<file path="src/hdl/csb_pkg.sv">
package csb_pkg;

  // Detector numbering: 1..CENTRAL_COUNT central, then inner pool, outer pool, rpc.
  localparam int unsigned DETECTOR_COUNT = 7;
  localparam int unsigned CENTRAL_COUNT  = 4;
  localparam int unsigned DET_W          = 3;
  localparam int unsigned TOTAL_W        = 3;

  // Field and register widths.
  localparam int unsigned WORD_W    = 32;
  localparam int unsigned NANO_W    = 30;
  localparam int unsigned COUNT_W   = 12;
  localparam int unsigned ENERGY_W  = 20;
  localparam int unsigned NS_W      = 62;
  localparam int unsigned DIFF_W    = NS_W + 1;
  localparam int unsigned GAP_W     = 48;
  localparam int unsigned CFG_IDX_W = 3;

  localparam logic [WORD_W-1:0] RPC_PATTERN = 32'h1004_0000;
  localparam logic [NANO_W-1:0] NS_PER_SEC  = 30'd1_000_000_000;

  localparam logic signed [GAP_W-1:0] GAP_MAX = {1'b0, {(GAP_W-1){1'b1}}};
  localparam logic signed [GAP_W-1:0] GAP_MIN = {1'b1, {(GAP_W-1){1'b0}}};

  // Configuration register indexes.
  typedef enum logic [CFG_IDX_W-1:0] {
    REG_MULT_MASK  = 3'd0,
    REG_LATENCY    = 3'd1,
    REG_ENERGY_THR = 3'd2,
    REG_INNER_THR  = 3'd3,
    REG_OUTER_THR  = 3'd4,
    REG_RETRIG_WIN = 3'd5
  } csb_reg_e;

  // One input word as captured by the input register.
  typedef struct packed {
    logic                action;
    logic [DET_W-1:0]    detector;
    logic [WORD_W-1:0]   trigger_word;
    logic [WORD_W-1:0]   time_sec;
    logic [NANO_W-1:0]   time_nano;
    logic [COUNT_W-1:0]  channel_count;
    logic [ENERGY_W-1:0] energy;
  } csb_raw_t;

  // A qualified word, ready for the grouping stage.
  typedef struct packed {
    logic                      flush;
    logic                      keep;
    logic [DETECTOR_COUNT-1:0] det_bit;
    logic                      muon_hit;
    logic [NS_W-1:0]           time_ns;
    logic [WORD_W-1:0]         time_sec;
    logic [NANO_W-1:0]         time_nano;
  } csb_item_t;

endpackage

</file>
<file path="src/hdl/csb_qualify.sv">
module csb_qualify (
  input  csb_pkg::csb_raw_t                   raw_i,
  input  logic [csb_pkg::WORD_W-1:0]          mult_mask_i,
  input  logic [csb_pkg::ENERGY_W-1:0]        energy_thr_i,
  input  logic [csb_pkg::COUNT_W-1:0]         inner_thr_i,
  input  logic [csb_pkg::COUNT_W-1:0]         outer_thr_i,
  output csb_pkg::csb_item_t                  item_o
);

  logic [csb_pkg::DET_W:0]            det_ext;
  logic                               mask_ok;
  logic                               det_ok;
  logic [csb_pkg::NS_W-1:0]           sec_ns;
  logic                               hit;
  logic [csb_pkg::DETECTOR_COUNT-1:0] det_bit;

  assign det_ext = {1'b0, raw_i.detector};

  // A readout counts only with every multiplicity bit set and a known detector.
  assign mask_ok = (raw_i.trigger_word & mult_mask_i) == mult_mask_i;
  assign det_ok  = (raw_i.detector != '0) &&
                   (det_ext <= (csb_pkg::DET_W+1)'(csb_pkg::DETECTOR_COUNT));

  // Trigger time in nanoseconds; a constant multiply of 32 by 30 bits.
  assign sec_ns = csb_pkg::NS_W'(raw_i.time_sec) * csb_pkg::NS_W'(csb_pkg::NS_PER_SEC);

  // Muon criterion of this readout, chosen by detector class.
  always_comb begin
    hit = 1'b0;
    if (det_ext <= (csb_pkg::DET_W+1)'(csb_pkg::CENTRAL_COUNT)) begin
      hit = raw_i.energy > energy_thr_i;
    end else if (det_ext == (csb_pkg::DET_W+1)'(csb_pkg::CENTRAL_COUNT + 1)) begin
      hit = raw_i.channel_count > inner_thr_i;
    end else if (det_ext == (csb_pkg::DET_W+1)'(csb_pkg::CENTRAL_COUNT + 2)) begin
      hit = raw_i.channel_count > outer_thr_i;
    end else if (det_ext == (csb_pkg::DET_W+1)'(csb_pkg::CENTRAL_COUNT + 3)) begin
      hit = (raw_i.trigger_word & csb_pkg::RPC_PATTERN) == csb_pkg::RPC_PATTERN;
    end
  end

  // One-hot detector bit, bit d-1 for detector d.
  always_comb begin
    for (int k = 0; k < csb_pkg::DETECTOR_COUNT; k++) begin
      det_bit[k] = det_ext == (csb_pkg::DET_W+1)'(k + 1);
    end
  end

  assign item_o.flush     = raw_i.action;
  assign item_o.keep      = !raw_i.action && mask_ok && det_ok;
  assign item_o.det_bit   = det_bit;
  assign item_o.muon_hit  = hit;
  assign item_o.time_ns   = sec_ns + csb_pkg::NS_W'(raw_i.time_nano);
  assign item_o.time_sec  = raw_i.time_sec;
  assign item_o.time_nano = raw_i.time_nano;

endmodule

</file>
<file path="src/hdl/csb_gap.sv">
module csb_gap (
  input  logic [csb_pkg::NS_W-1:0]          now_ns_i,
  input  logic [csb_pkg::NS_W-1:0]          prev_ns_i,
  input  logic                              prev_valid_i,
  output logic signed [csb_pkg::DIFF_W-1:0] diff_o,
  output logic signed [csb_pkg::GAP_W-1:0]  gap_o
);

  logic fits;

  // Full signed difference; both times are below 2^62.
  assign diff_o = $signed({1'b0, now_ns_i}) - $signed({1'b0, prev_ns_i});

  // The value fits in the gap width when all bits above its sign agree.
  assign fits = (diff_o[csb_pkg::DIFF_W-1:csb_pkg::GAP_W-1] == '0) ||
                (diff_o[csb_pkg::DIFF_W-1:csb_pkg::GAP_W-1] == '1);

  // Saturate; report the maximum when there is no earlier reference.
  always_comb begin
    if (!prev_valid_i) begin
      gap_o = csb_pkg::GAP_MAX;
    end else if (fits) begin
      gap_o = diff_o[csb_pkg::GAP_W-1:0];
    end else if (diff_o[csb_pkg::DIFF_W-1]) begin
      gap_o = csb_pkg::GAP_MIN;
    end else begin
      gap_o = csb_pkg::GAP_MAX;
    end
  end

endmodule

</file>
<file path="src/hdl/coincidence_subevent_builder_core.sv">
// Channel  | Direction | Handshake          | Word
// input    | in        | in_valid/in_ready  | action, detector, trigger, time, channels, energy
// output   | out       | out_valid/out_ready| sub-event time, mask, total, flags, gaps
// config   | in        | cfg_we             | cfg_index selects the register, cfg_data
//
// One word is taken per cycle while no held result stalls a closing word. A closing word
// passes the input register and the time stage register; the grouping stage then moves
// the sub-event into the output register. Its update of the open sub-event sets the rate.
// Reset clears the open sub-event, the previous sub-event and muon references and
// all configuration registers; no clearing pass is needed.
// A held result stalls only a word that closes a sub-event; others pass through.
module coincidence_subevent_builder_core (
  input  logic                                clk_i,
  input  logic                                rst_ni,

  input  logic                                cfg_we_i,
  input  logic [csb_pkg::CFG_IDX_W-1:0]       cfg_index_i,
  input  logic [csb_pkg::WORD_W-1:0]          cfg_data_i,

  input  logic                                in_valid_i,
  output logic                                in_ready_o,
  input  logic                                action_i,
  input  logic [csb_pkg::DET_W-1:0]           detector_i,
  input  logic [csb_pkg::WORD_W-1:0]          trigger_word_i,
  input  logic [csb_pkg::WORD_W-1:0]          time_sec_i,
  input  logic [csb_pkg::NANO_W-1:0]          time_nano_i,
  input  logic [csb_pkg::COUNT_W-1:0]         channel_count_i,
  input  logic [csb_pkg::ENERGY_W-1:0]        energy_i,

  output logic                                out_valid_o,
  input  logic                                out_ready_i,
  output logic [csb_pkg::WORD_W-1:0]          subevent_sec_o,
  output logic [csb_pkg::NANO_W-1:0]          subevent_nano_o,
  output logic [csb_pkg::DETECTOR_COUNT-1:0]  detector_mask_o,
  output logic [csb_pkg::TOTAL_W-1:0]         detector_total_o,
  output logic                                muon_flag_o,
  output logic                                retrigger_flag_o,
  output logic signed [csb_pkg::GAP_W-1:0]    gap_previous_subevent_o,
  output logic signed [csb_pkg::GAP_W-1:0]    gap_previous_muon_o
);

  // Configuration registers.
  logic [csb_pkg::WORD_W-1:0]   mult_mask_q;
  logic [csb_pkg::WORD_W-1:0]   latency_q;
  logic [csb_pkg::ENERGY_W-1:0] energy_thr_q;
  logic [csb_pkg::COUNT_W-1:0]  inner_thr_q;
  logic [csb_pkg::COUNT_W-1:0]  outer_thr_q;
  logic [csb_pkg::WORD_W-1:0]   retrig_win_q;

  // Pipeline registers.
  logic               a_valid_q;
  csb_pkg::csb_raw_t  a_raw_q;
  logic               b_valid_q;
  csb_pkg::csb_item_t b_item_q;
  csb_pkg::csb_item_t item_d;

  // Open sub-event and reference times.
  logic                              open_q;
  logic [csb_pkg::DETECTOR_COUNT-1:0] occ_q;
  logic [csb_pkg::TOTAL_W-1:0]       total_q;
  logic                              muon_q;
  logic [csb_pkg::WORD_W-1:0]        first_sec_q;
  logic [csb_pkg::NANO_W-1:0]        first_nano_q;
  logic [csb_pkg::NS_W-1:0]          first_ns_q;
  logic                              last_sub_valid_q;
  logic [csb_pkg::NS_W-1:0]          last_sub_ns_q;
  logic                              last_muon_valid_q;
  logic [csb_pkg::NS_W-1:0]          last_muon_ns_q;

  // Output register.
  logic                                out_valid_q;
  logic [csb_pkg::WORD_W-1:0]          out_sec_q;
  logic [csb_pkg::NANO_W-1:0]          out_nano_q;
  logic [csb_pkg::DETECTOR_COUNT-1:0]  out_mask_q;
  logic [csb_pkg::TOTAL_W-1:0]         out_total_q;
  logic                                out_muon_q;
  logic                                out_retrig_q;
  logic signed [csb_pkg::GAP_W-1:0]    out_gap_sub_q;
  logic signed [csb_pkg::GAP_W-1:0]    out_gap_muon_q;

  // Handshake and decision signals.
  logic out_free;
  logic b_closes;
  logic b_fire;
  logic b_free;
  logic a_move;
  logic a_free;
  logic late;
  logic dup;
  logic start_new;

  logic signed [csb_pkg::DIFF_W-1:0] since_first;
  logic signed [csb_pkg::DIFF_W-1:0] diff_sub;
  logic signed [csb_pkg::DIFF_W-1:0] diff_muon;
  logic signed [csb_pkg::GAP_W-1:0]  gap_sub;
  logic signed [csb_pkg::GAP_W-1:0]  gap_muon;
  logic                              retrig;
  logic                              muon_diff_neg;

  // Configuration writes.
  always_ff @(posedge clk_i or negedge rst_ni) begin
    if (!rst_ni) begin
      mult_mask_q  <= '0;
      latency_q    <= '0;
      energy_thr_q <= '0;
      inner_thr_q  <= '0;
      outer_thr_q  <= '0;
      retrig_win_q <= '0;
    end else if (cfg_we_i) begin
      unique case (csb_pkg::csb_reg_e'(cfg_index_i))
        csb_pkg::REG_MULT_MASK:  mult_mask_q  <= cfg_data_i;
        csb_pkg::REG_LATENCY:    latency_q    <= cfg_data_i;
        csb_pkg::REG_ENERGY_THR: energy_thr_q <= cfg_data_i[csb_pkg::ENERGY_W-1:0];
        csb_pkg::REG_INNER_THR:  inner_thr_q  <= cfg_data_i[csb_pkg::COUNT_W-1:0];
        csb_pkg::REG_OUTER_THR:  outer_thr_q  <= cfg_data_i[csb_pkg::COUNT_W-1:0];
        csb_pkg::REG_RETRIG_WIN: retrig_win_q <= cfg_data_i;
        default: ;
      endcase
    end
  end

  // Qualification and time conversion between input register and grouping stage.
  csb_qualify u_qualify (
    .raw_i        (a_raw_q),
    .mult_mask_i  (mult_mask_q),
    .energy_thr_i (energy_thr_q),
    .inner_thr_i  (inner_thr_q),
    .outer_thr_i  (outer_thr_q),
    .item_o       (item_d)
  );

  // Gaps of the open sub-event to the previous sub-event and previous muon.
  csb_gap u_gap_sub (
    .now_ns_i     (first_ns_q),
    .prev_ns_i    (last_sub_ns_q),
    .prev_valid_i (last_sub_valid_q),
    .diff_o       (diff_sub),
    .gap_o        (gap_sub)
  );

  csb_gap u_gap_muon (
    .now_ns_i     (first_ns_q),
    .prev_ns_i    (last_muon_ns_q),
    .prev_valid_i (last_muon_valid_q),
    .diff_o       (diff_muon),
    .gap_o        (gap_muon)
  );

  assign retrig = last_sub_valid_q &&
                  (diff_sub < $signed({{(csb_pkg::DIFF_W-csb_pkg::WORD_W){1'b0}}, retrig_win_q}));

  // Close decision for the word in the grouping stage.
  assign since_first = $signed({1'b0, b_item_q.time_ns}) - $signed({1'b0, first_ns_q});
  assign late = since_first >
                $signed({{(csb_pkg::DIFF_W-csb_pkg::WORD_W){1'b0}}, latency_q});
  assign dup  = (occ_q & b_item_q.det_bit) != '0;

  assign b_closes  = open_q && (b_item_q.flush || (b_item_q.keep && (late || dup)));
  assign start_new = b_item_q.keep && (!open_q || b_closes);

  // Stage flow; only a closing word waits for room in the output register.
  assign out_free   = !out_valid_q || out_ready_i;
  assign b_fire     = b_valid_q && (!b_closes || out_free);
  assign b_free     = !b_valid_q || b_fire;
  assign a_move     = a_valid_q && b_free;
  assign a_free     = !a_valid_q || a_move;
  assign in_ready_o = a_free;

  // Input register.
  always_ff @(posedge clk_i or negedge rst_ni) begin
    if (!rst_ni) begin
      a_valid_q <= 1'b0;
    end else if (a_free) begin
      a_valid_q <= in_valid_i;
    end
  end

  always_ff @(posedge clk_i) begin
    if (in_valid_i && a_free) begin
      a_raw_q.action        <= action_i;
      a_raw_q.detector      <= detector_i;
      a_raw_q.trigger_word  <= trigger_word_i;
      a_raw_q.time_sec      <= time_sec_i;
      a_raw_q.time_nano     <= time_nano_i;
      a_raw_q.channel_count <= channel_count_i;
      a_raw_q.energy        <= energy_i;
    end
  end

  // Time stage register.
  always_ff @(posedge clk_i or negedge rst_ni) begin
    if (!rst_ni) begin
      b_valid_q <= 1'b0;
    end else if (b_free) begin
      b_valid_q <= a_valid_q;
    end
  end

  always_ff @(posedge clk_i) begin
    if (a_move) begin
      b_item_q <= item_d;
    end
  end

  // Sub-event state: close, then open or extend.
  always_ff @(posedge clk_i or negedge rst_ni) begin
    if (!rst_ni) begin
      open_q            <= 1'b0;
      occ_q             <= '0;
      total_q           <= '0;
      muon_q            <= 1'b0;
      first_sec_q       <= '0;
      first_nano_q      <= '0;
      first_ns_q        <= '0;
      last_sub_valid_q  <= 1'b0;
      last_sub_ns_q     <= '0;
      last_muon_valid_q <= 1'b0;
      last_muon_ns_q    <= '0;
    end else if (b_fire) begin
      if (b_closes) begin
        last_sub_valid_q <= 1'b1;
        last_sub_ns_q    <= first_ns_q;
        if (muon_q) begin
          last_muon_valid_q <= 1'b1;
          last_muon_ns_q    <= first_ns_q;
        end
        open_q  <= 1'b0;
        occ_q   <= '0;
        total_q <= '0;
        muon_q  <= 1'b0;
      end
      if (start_new) begin
        open_q       <= 1'b1;
        first_sec_q  <= b_item_q.time_sec;
        first_nano_q <= b_item_q.time_nano;
        first_ns_q   <= b_item_q.time_ns;
        occ_q        <= b_item_q.det_bit;
        total_q      <= csb_pkg::TOTAL_W'(1);
        muon_q       <= b_item_q.muon_hit;
      end else if (b_item_q.keep) begin
        occ_q   <= occ_q | b_item_q.det_bit;
        total_q <= total_q + csb_pkg::TOTAL_W'(1);
        muon_q  <= muon_q | b_item_q.muon_hit;
      end
    end
  end

  // Output register.
  always_ff @(posedge clk_i or negedge rst_ni) begin
    if (!rst_ni) begin
      out_valid_q <= 1'b0;
    end else if (out_free) begin
      out_valid_q <= b_fire && b_closes;
    end
  end

  always_ff @(posedge clk_i) begin
    if (out_free && b_fire && b_closes) begin
      out_sec_q      <= first_sec_q;
      out_nano_q     <= first_nano_q;
      out_mask_q     <= occ_q;
      out_total_q    <= total_q;
      out_muon_q     <= muon_q;
      out_retrig_q   <= retrig;
      out_gap_sub_q  <= gap_sub;
      out_gap_muon_q <= gap_muon;
    end
  end

  assign out_valid_o             = out_valid_q;
  assign subevent_sec_o          = out_sec_q;
  assign subevent_nano_o         = out_nano_q;
  assign detector_mask_o         = out_mask_q;
  assign detector_total_o        = out_total_q;
  assign muon_flag_o             = out_muon_q;
  assign retrigger_flag_o        = out_retrig_q;
  assign gap_previous_subevent_o = out_gap_sub_q;
  assign gap_previous_muon_o     = out_gap_muon_q;

  // Sign of the unsaturated difference to the previous muon sub-event.
  assign muon_diff_neg = diff_muon[csb_pkg::DIFF_W-1];

  // An open sub-event always holds at least one detector.
  a_open_occ : assert property (@(posedge clk_i) disable iff (!rst_ni)
    open_q == (occ_q != '0))
    else $error("open flag and occupancy disagree");

  // Each grouped readout adds a distinct detector.
  a_total_mask : assert property (@(posedge clk_i) disable iff (!rst_ni)
    out_valid_o |-> ($countones(detector_mask_o) == int'(detector_total_o)))
    else $error("detector total differs from mask population");

  // A muon reference never exists without a sub-event reference.
  a_muon_ref : assert property (@(posedge clk_i) disable iff (!rst_ni)
    last_muon_valid_q |-> last_sub_valid_q)
    else $error("muon reference without sub-event reference");

  // A closing word that fires lands in the output register.
  a_close_out : assert property (@(posedge clk_i) disable iff (!rst_ni)
    (b_fire && b_closes) |=> out_valid_q)
    else $error("closed sub-event lost");

  // Retrigger implies a gap below the window.
  a_retrig_gap : assert property (@(posedge clk_i) disable iff (!rst_ni)
    (out_valid_o && retrigger_flag_o) |->
      (gap_previous_subevent_o <
       $signed({{(csb_pkg::GAP_W-csb_pkg::WORD_W){1'b0}}, retrig_win_q})))
    else $error("retrigger flagged with gap above window");

  // A negative muon gap never saturates high.
  a_muon_sign : assert property (@(posedge clk_i) disable iff (!rst_ni)
    (last_muon_valid_q && muon_diff_neg) |-> gap_muon[csb_pkg::GAP_W-1])
    else $error("negative muon gap lost its sign");

endmodule
</file>
<file path="config.mk">
export PLATFORM = sky130hd
export DESIGN_NAME = coincidence_subevent_builder_core
export DESIGN_NICKNAME = d
export VERILOG_FILES = /design/src/hdl/csb_pkg.sv /design/src/hdl/csb_qualify.sv /design/src/hdl/csb_gap.sv /design/src/hdl/coincidence_subevent_builder_core.sv
export SDC_FILE = /design/constraint.sdc
export NUM_CORES = 2
export LEC_CHECK = 0
export ABC_AREA = 1
export BUFFER_PORTS_ARGS = -buffer_cell sky130_fd_sc_hd__buf_2
export CAP_MARGIN = 25
export CORE_UTILIZATION = 45
export CTS_CLUSTER_SIZE = 14
export DETAILED_ROUTE_END_ITERATION = 10
export PLACE_DENSITY = 0.6
export SLEW_MARGIN = 25
export SYNTH_ARGS = -nofsm -noshare
export SYNTH_HDL_FRONTEND = slang
export SYNTH_SLANG_ARGS = --single-unit
</file>
<file path="constraint.sdc">
create_clock -name clk_i -period 10.6 [get_ports clk_i]
set_clock_uncertainty 0.2 [all_clocks]
set_input_delay 1.06 -clock clk_i [delete_from_list [all_inputs] [get_ports clk_i]]
set_output_delay 1.06 -clock clk_i [all_outputs]
set_load 0.005 [all_outputs]
</file>
==> impl_metrics.py <==
metrics = {
    "grt": {
        "grt_start_max_net_pins": 160,
        "grt_util_met2": 0.485,
        "overflow": 0,
        "grt_pass1_wl_um": 293000,
        "grt_busiest_layer": "met2",
        "antenna_found_initial": 8,
        "grtUsageTotal": 0.281,
        "grt_util_met1": 0.368,
        "grt_pass1_vias": 49600,
        "met3_usage": 0.0286,
    },
    "critical_path": {
        "worstPathArrival_ps": 8230,
        "cpPeakStageDelay_ps": 560,
        "r2r_slack_ps": 2620,
        "crit_required_ps": 10850,
        "crit_path_frequent_cell": "nand2_1",
        "crit_fanout": 9,
        "critPathSlowestCell": "edfxtp_1",
        "start_kind": "register",
        "crit_type": "register to register",
        "crit_path_end_kind": "register",
        "rr_worst_depth": 32,
    },
    "sta": {
        "setup_slack_ps": 2620,
        "finalMaxSlewViolations": 0,
        "max_freq_ghz": 0.125,
        "worst_pin_slew_ps": 1240,
        "hold_viol_final": 0,
        "period_minus_slack_ps": 7980,
        "setup_violations": 0,
        "rsz0062_at_grt": "false",
        "post-route-period-util": 0.753,
        "tns_ps": 0,
        "relSlewSlack": 0.172,
    },
    "clock_tree": {
        "clock-root-buffer": "clkbuf_16",
        "clk_path_buf_depth": 3,
        "clk_pin_slew_ps": 60,
        "cts_max_level": 3,
        "cts_tree": "yes",
        "cts_hold_buf": 0,
        "post_cts_buffers": 0,
        "ctsResizeCount": 0,
        "cts.sinks": 821,
        "numCtsBuffers": 89,
        "clock_latency_ps": 710,
    },
    "drt": {
        "first_iter_violations": 3695,
        "drtAntennaViolNets": 0,
        "wl_um": 194000,
        "post_drt_wl_per_cell_um": 20.5,
        "via_per_inst": 5.20,
        "drc": 0,
        "drtPass1Iterations": 5,
        "vias": 49300,
    },
    "logic_synthesis": {
        "synth_cell_types": 60,
        "syn_area_per_cell_um2": 8.43,
        "yosys-top-cells-area": "edfxtp_1, dfrtp_1, ha_1",
        "synth_cells": 7301,
        "async_flop_share": 0.482,
        "ys.flop_type": "edfxtp_1",
        "yosysSeqAreaShare": 0.368,
        "yosys_warnings": 0,
        "synth_nets": 8367,
        "synth_enable_flop_cells": 425,
        "synth_top_area_cell": "edfxtp_1",
        "synth-seq-cells": 821,
        "netlist_area_um2": 61500,
        "netlist.area_leader.share": 0.207,
    },
    "floorplan": {
        "dieHeight_um": 372,
        "start_util": 0.454,
        "die_area_um2": 138000,
        "row_count": 135,
        "die-width_um": 372,
        "core_area_um2": 136000,
        "ios": 342,
    },
    "job": {
        "maxCapViolCount": 0,
    },
    "cells_and_area": {
        "finish.utilization": 0.503,
        "area_growth_pct": 10.8,
        "nNetsFinal": 8690,
        "n_fill_cell": 13100,
        "layout-drive-gt1-share": 0.0725,
    },
    "outcome": {
        "status": "finished clean",
    },
    "place": {
        "portBuffers": 341,
        "place_congestion": 0.993,
        "hpwlAfterDp_um": 160000,
        "dp_slack_ps": 2720,
    },
    "min_path": {
        "min_path_type": "input pin to asynchronous set/reset pin",
    },
}
[flip-flops by register name (all words and copies together) (netlist names), 3 cells and up]
name,flops
gap_previous_muon_o,48
a_raw_q,130
subevent_nano_o,30
b_item_q,125
last_muon_ns_q,62
inner_thr_q,12
mult_mask_q,32
first_ns_q,53
last_sub_ns_q,62
detector_total_o,3
first_sec_q,32
retrig_win_q,32
first_nano_q,30
detector_mask_o,7
gap_previous_subevent_o,48
subevent_sec_o,32
latency_q,32
occ_q,7
outer_thr_q,12
energy_thr_q,20
total_q,3
[cells in the mapped netlist (all sizes together) (3+ instances only)]
library cell and count:
o211ai 8, o211a 3, fa 316, a221oi 12
o311ai 3, xnor2 74, and2 5, clkbuf 80
inv 1451, nand2 1682, nor3 69, buf 55
o31ai 5, o21bai 31, nor2 476, a21o 26
a21boi 17, a31oi 38, and3 4, nand3b 21
ha 580, o21a 29, nand4 174, xor2 164
a21oi 386, o221ai 6, o21ai 449, a211oi 8
dfrtp 396, clkinv 3, nor4 15, o22ai 13
o2111ai 6, edfxtp 425, a2111oi 3, nand3 258
[critical path, delay by kind of cell, from the launching register on]
family                   cells  cell delay, ps
adder cells (fa/ha/maj)      9            3400
AND/OR/NAND/NOR             13            1730
AO/OA/AOI/OAI                5            1470
flip-flops                   1             560
buffers and inverters        4             230
XOR/XNOR                     1             120
[final cells by class]
| class | count | area [um^2] | area share |
|---|---|---|---|
| flip-flops and latches | 821 | 22700 | 0.333 |
| clock buffers | 120 | 2490 | 0.0365 |
| diodes | 4 | 10.0 | 0.000147 |
| inverters | 1454 | 5470 | 0.0802 |
| clock inverters | 46 | 577 | 0.00846 |
| well taps | 1781 | 2230 | 0.0327 |
| repair buffers | 367 | 1970 | 0.0288 |
| multi-input cells | 4891 | 32800 | 0.481 |
[worst paths after layout]
| kind | startpoint | to |
|---|---|---|
| max | a_raw_q[64]$_DFFE_PP_ | b_item_q[120]$_DFFE_PP_ |
| min | rst_ni | occ_q[1]$_DFFE_PN0P_ |
| max in group asynchronous | rst_ni | last_muon_valid_q$_DFFE_PN0P_ |
| min reg2reg | a_raw_q[37]$_DFFE_PP_ | b_item_q[67]$_DFFE_PP_ |
| min in group clk_i | a_raw_q[37]$_DFFE_PP_ | b_item_q[67]$_DFFE_PP_ |
| max reg2reg | a_raw_q[64]$_DFFE_PP_ | b_item_q[120]$_DFFE_PP_ |
[cells by family after synthesis]
| logic type | Yosys count | synth area share |
|---|---|---|
| AND/OR/NAND/NOR | 2707 | 0.183 |
| adder cells (fa/ha/maj) | 896 | 0.221 |
| AO/OA/AOI/OAI | 1050 | 0.0946 |
| buffers and inverters | 1589 | 0.0997 |
| XOR/XNOR | 238 | 0.0339 |
| flip-flops | 821 | 0.368 |
[per-stage QoR]
step | instance area (um^2) | hold WS [ps] | cells
final | 68200 | 207 | 9484
after global routing | 68200 | 224 | 9483
after CTS | 68200 | 215 | 9479
after detailed placement | 65100 | 205 | 9313
after global placement | 65100 | 203 | 9312
after floorplan | 61500 | 200 | 7301
[per-layer routing]
layer  wire length, um  part of all wire  up-vias
met5                13          0.000067        -
met4              6770             0.035        2
met3              7590             0.039      275
met2             93900              0.48     1120
met1             86000              0.44    23700
li1                  -                 -    24200
[placed cells by master (no fill, tap or decap), types with 20 or more instances in the layout]
cell type and n:
fa_1 316, nand2_1 1676, xor2_1 164, o21ai_0 435
nor2_1 472, o21bai_1 30, nor3_1 64, inv_1 1434
a21oi_1 385, nand3b_1 21, ha_1 580, buf_2 341
buf_4 21, clkbuf_16 92, clkbuf_1 20, a21o_1 26
xnor2_1 74, dfrtp_1 395, nand3_1 252, o21a_1 29
edfxtp_1 425, a31oi_1 37, nand4_1 174
Power is not shown: default switching activity piles up to over one toggle a cycle in this logic, so the estimate is an artifact.
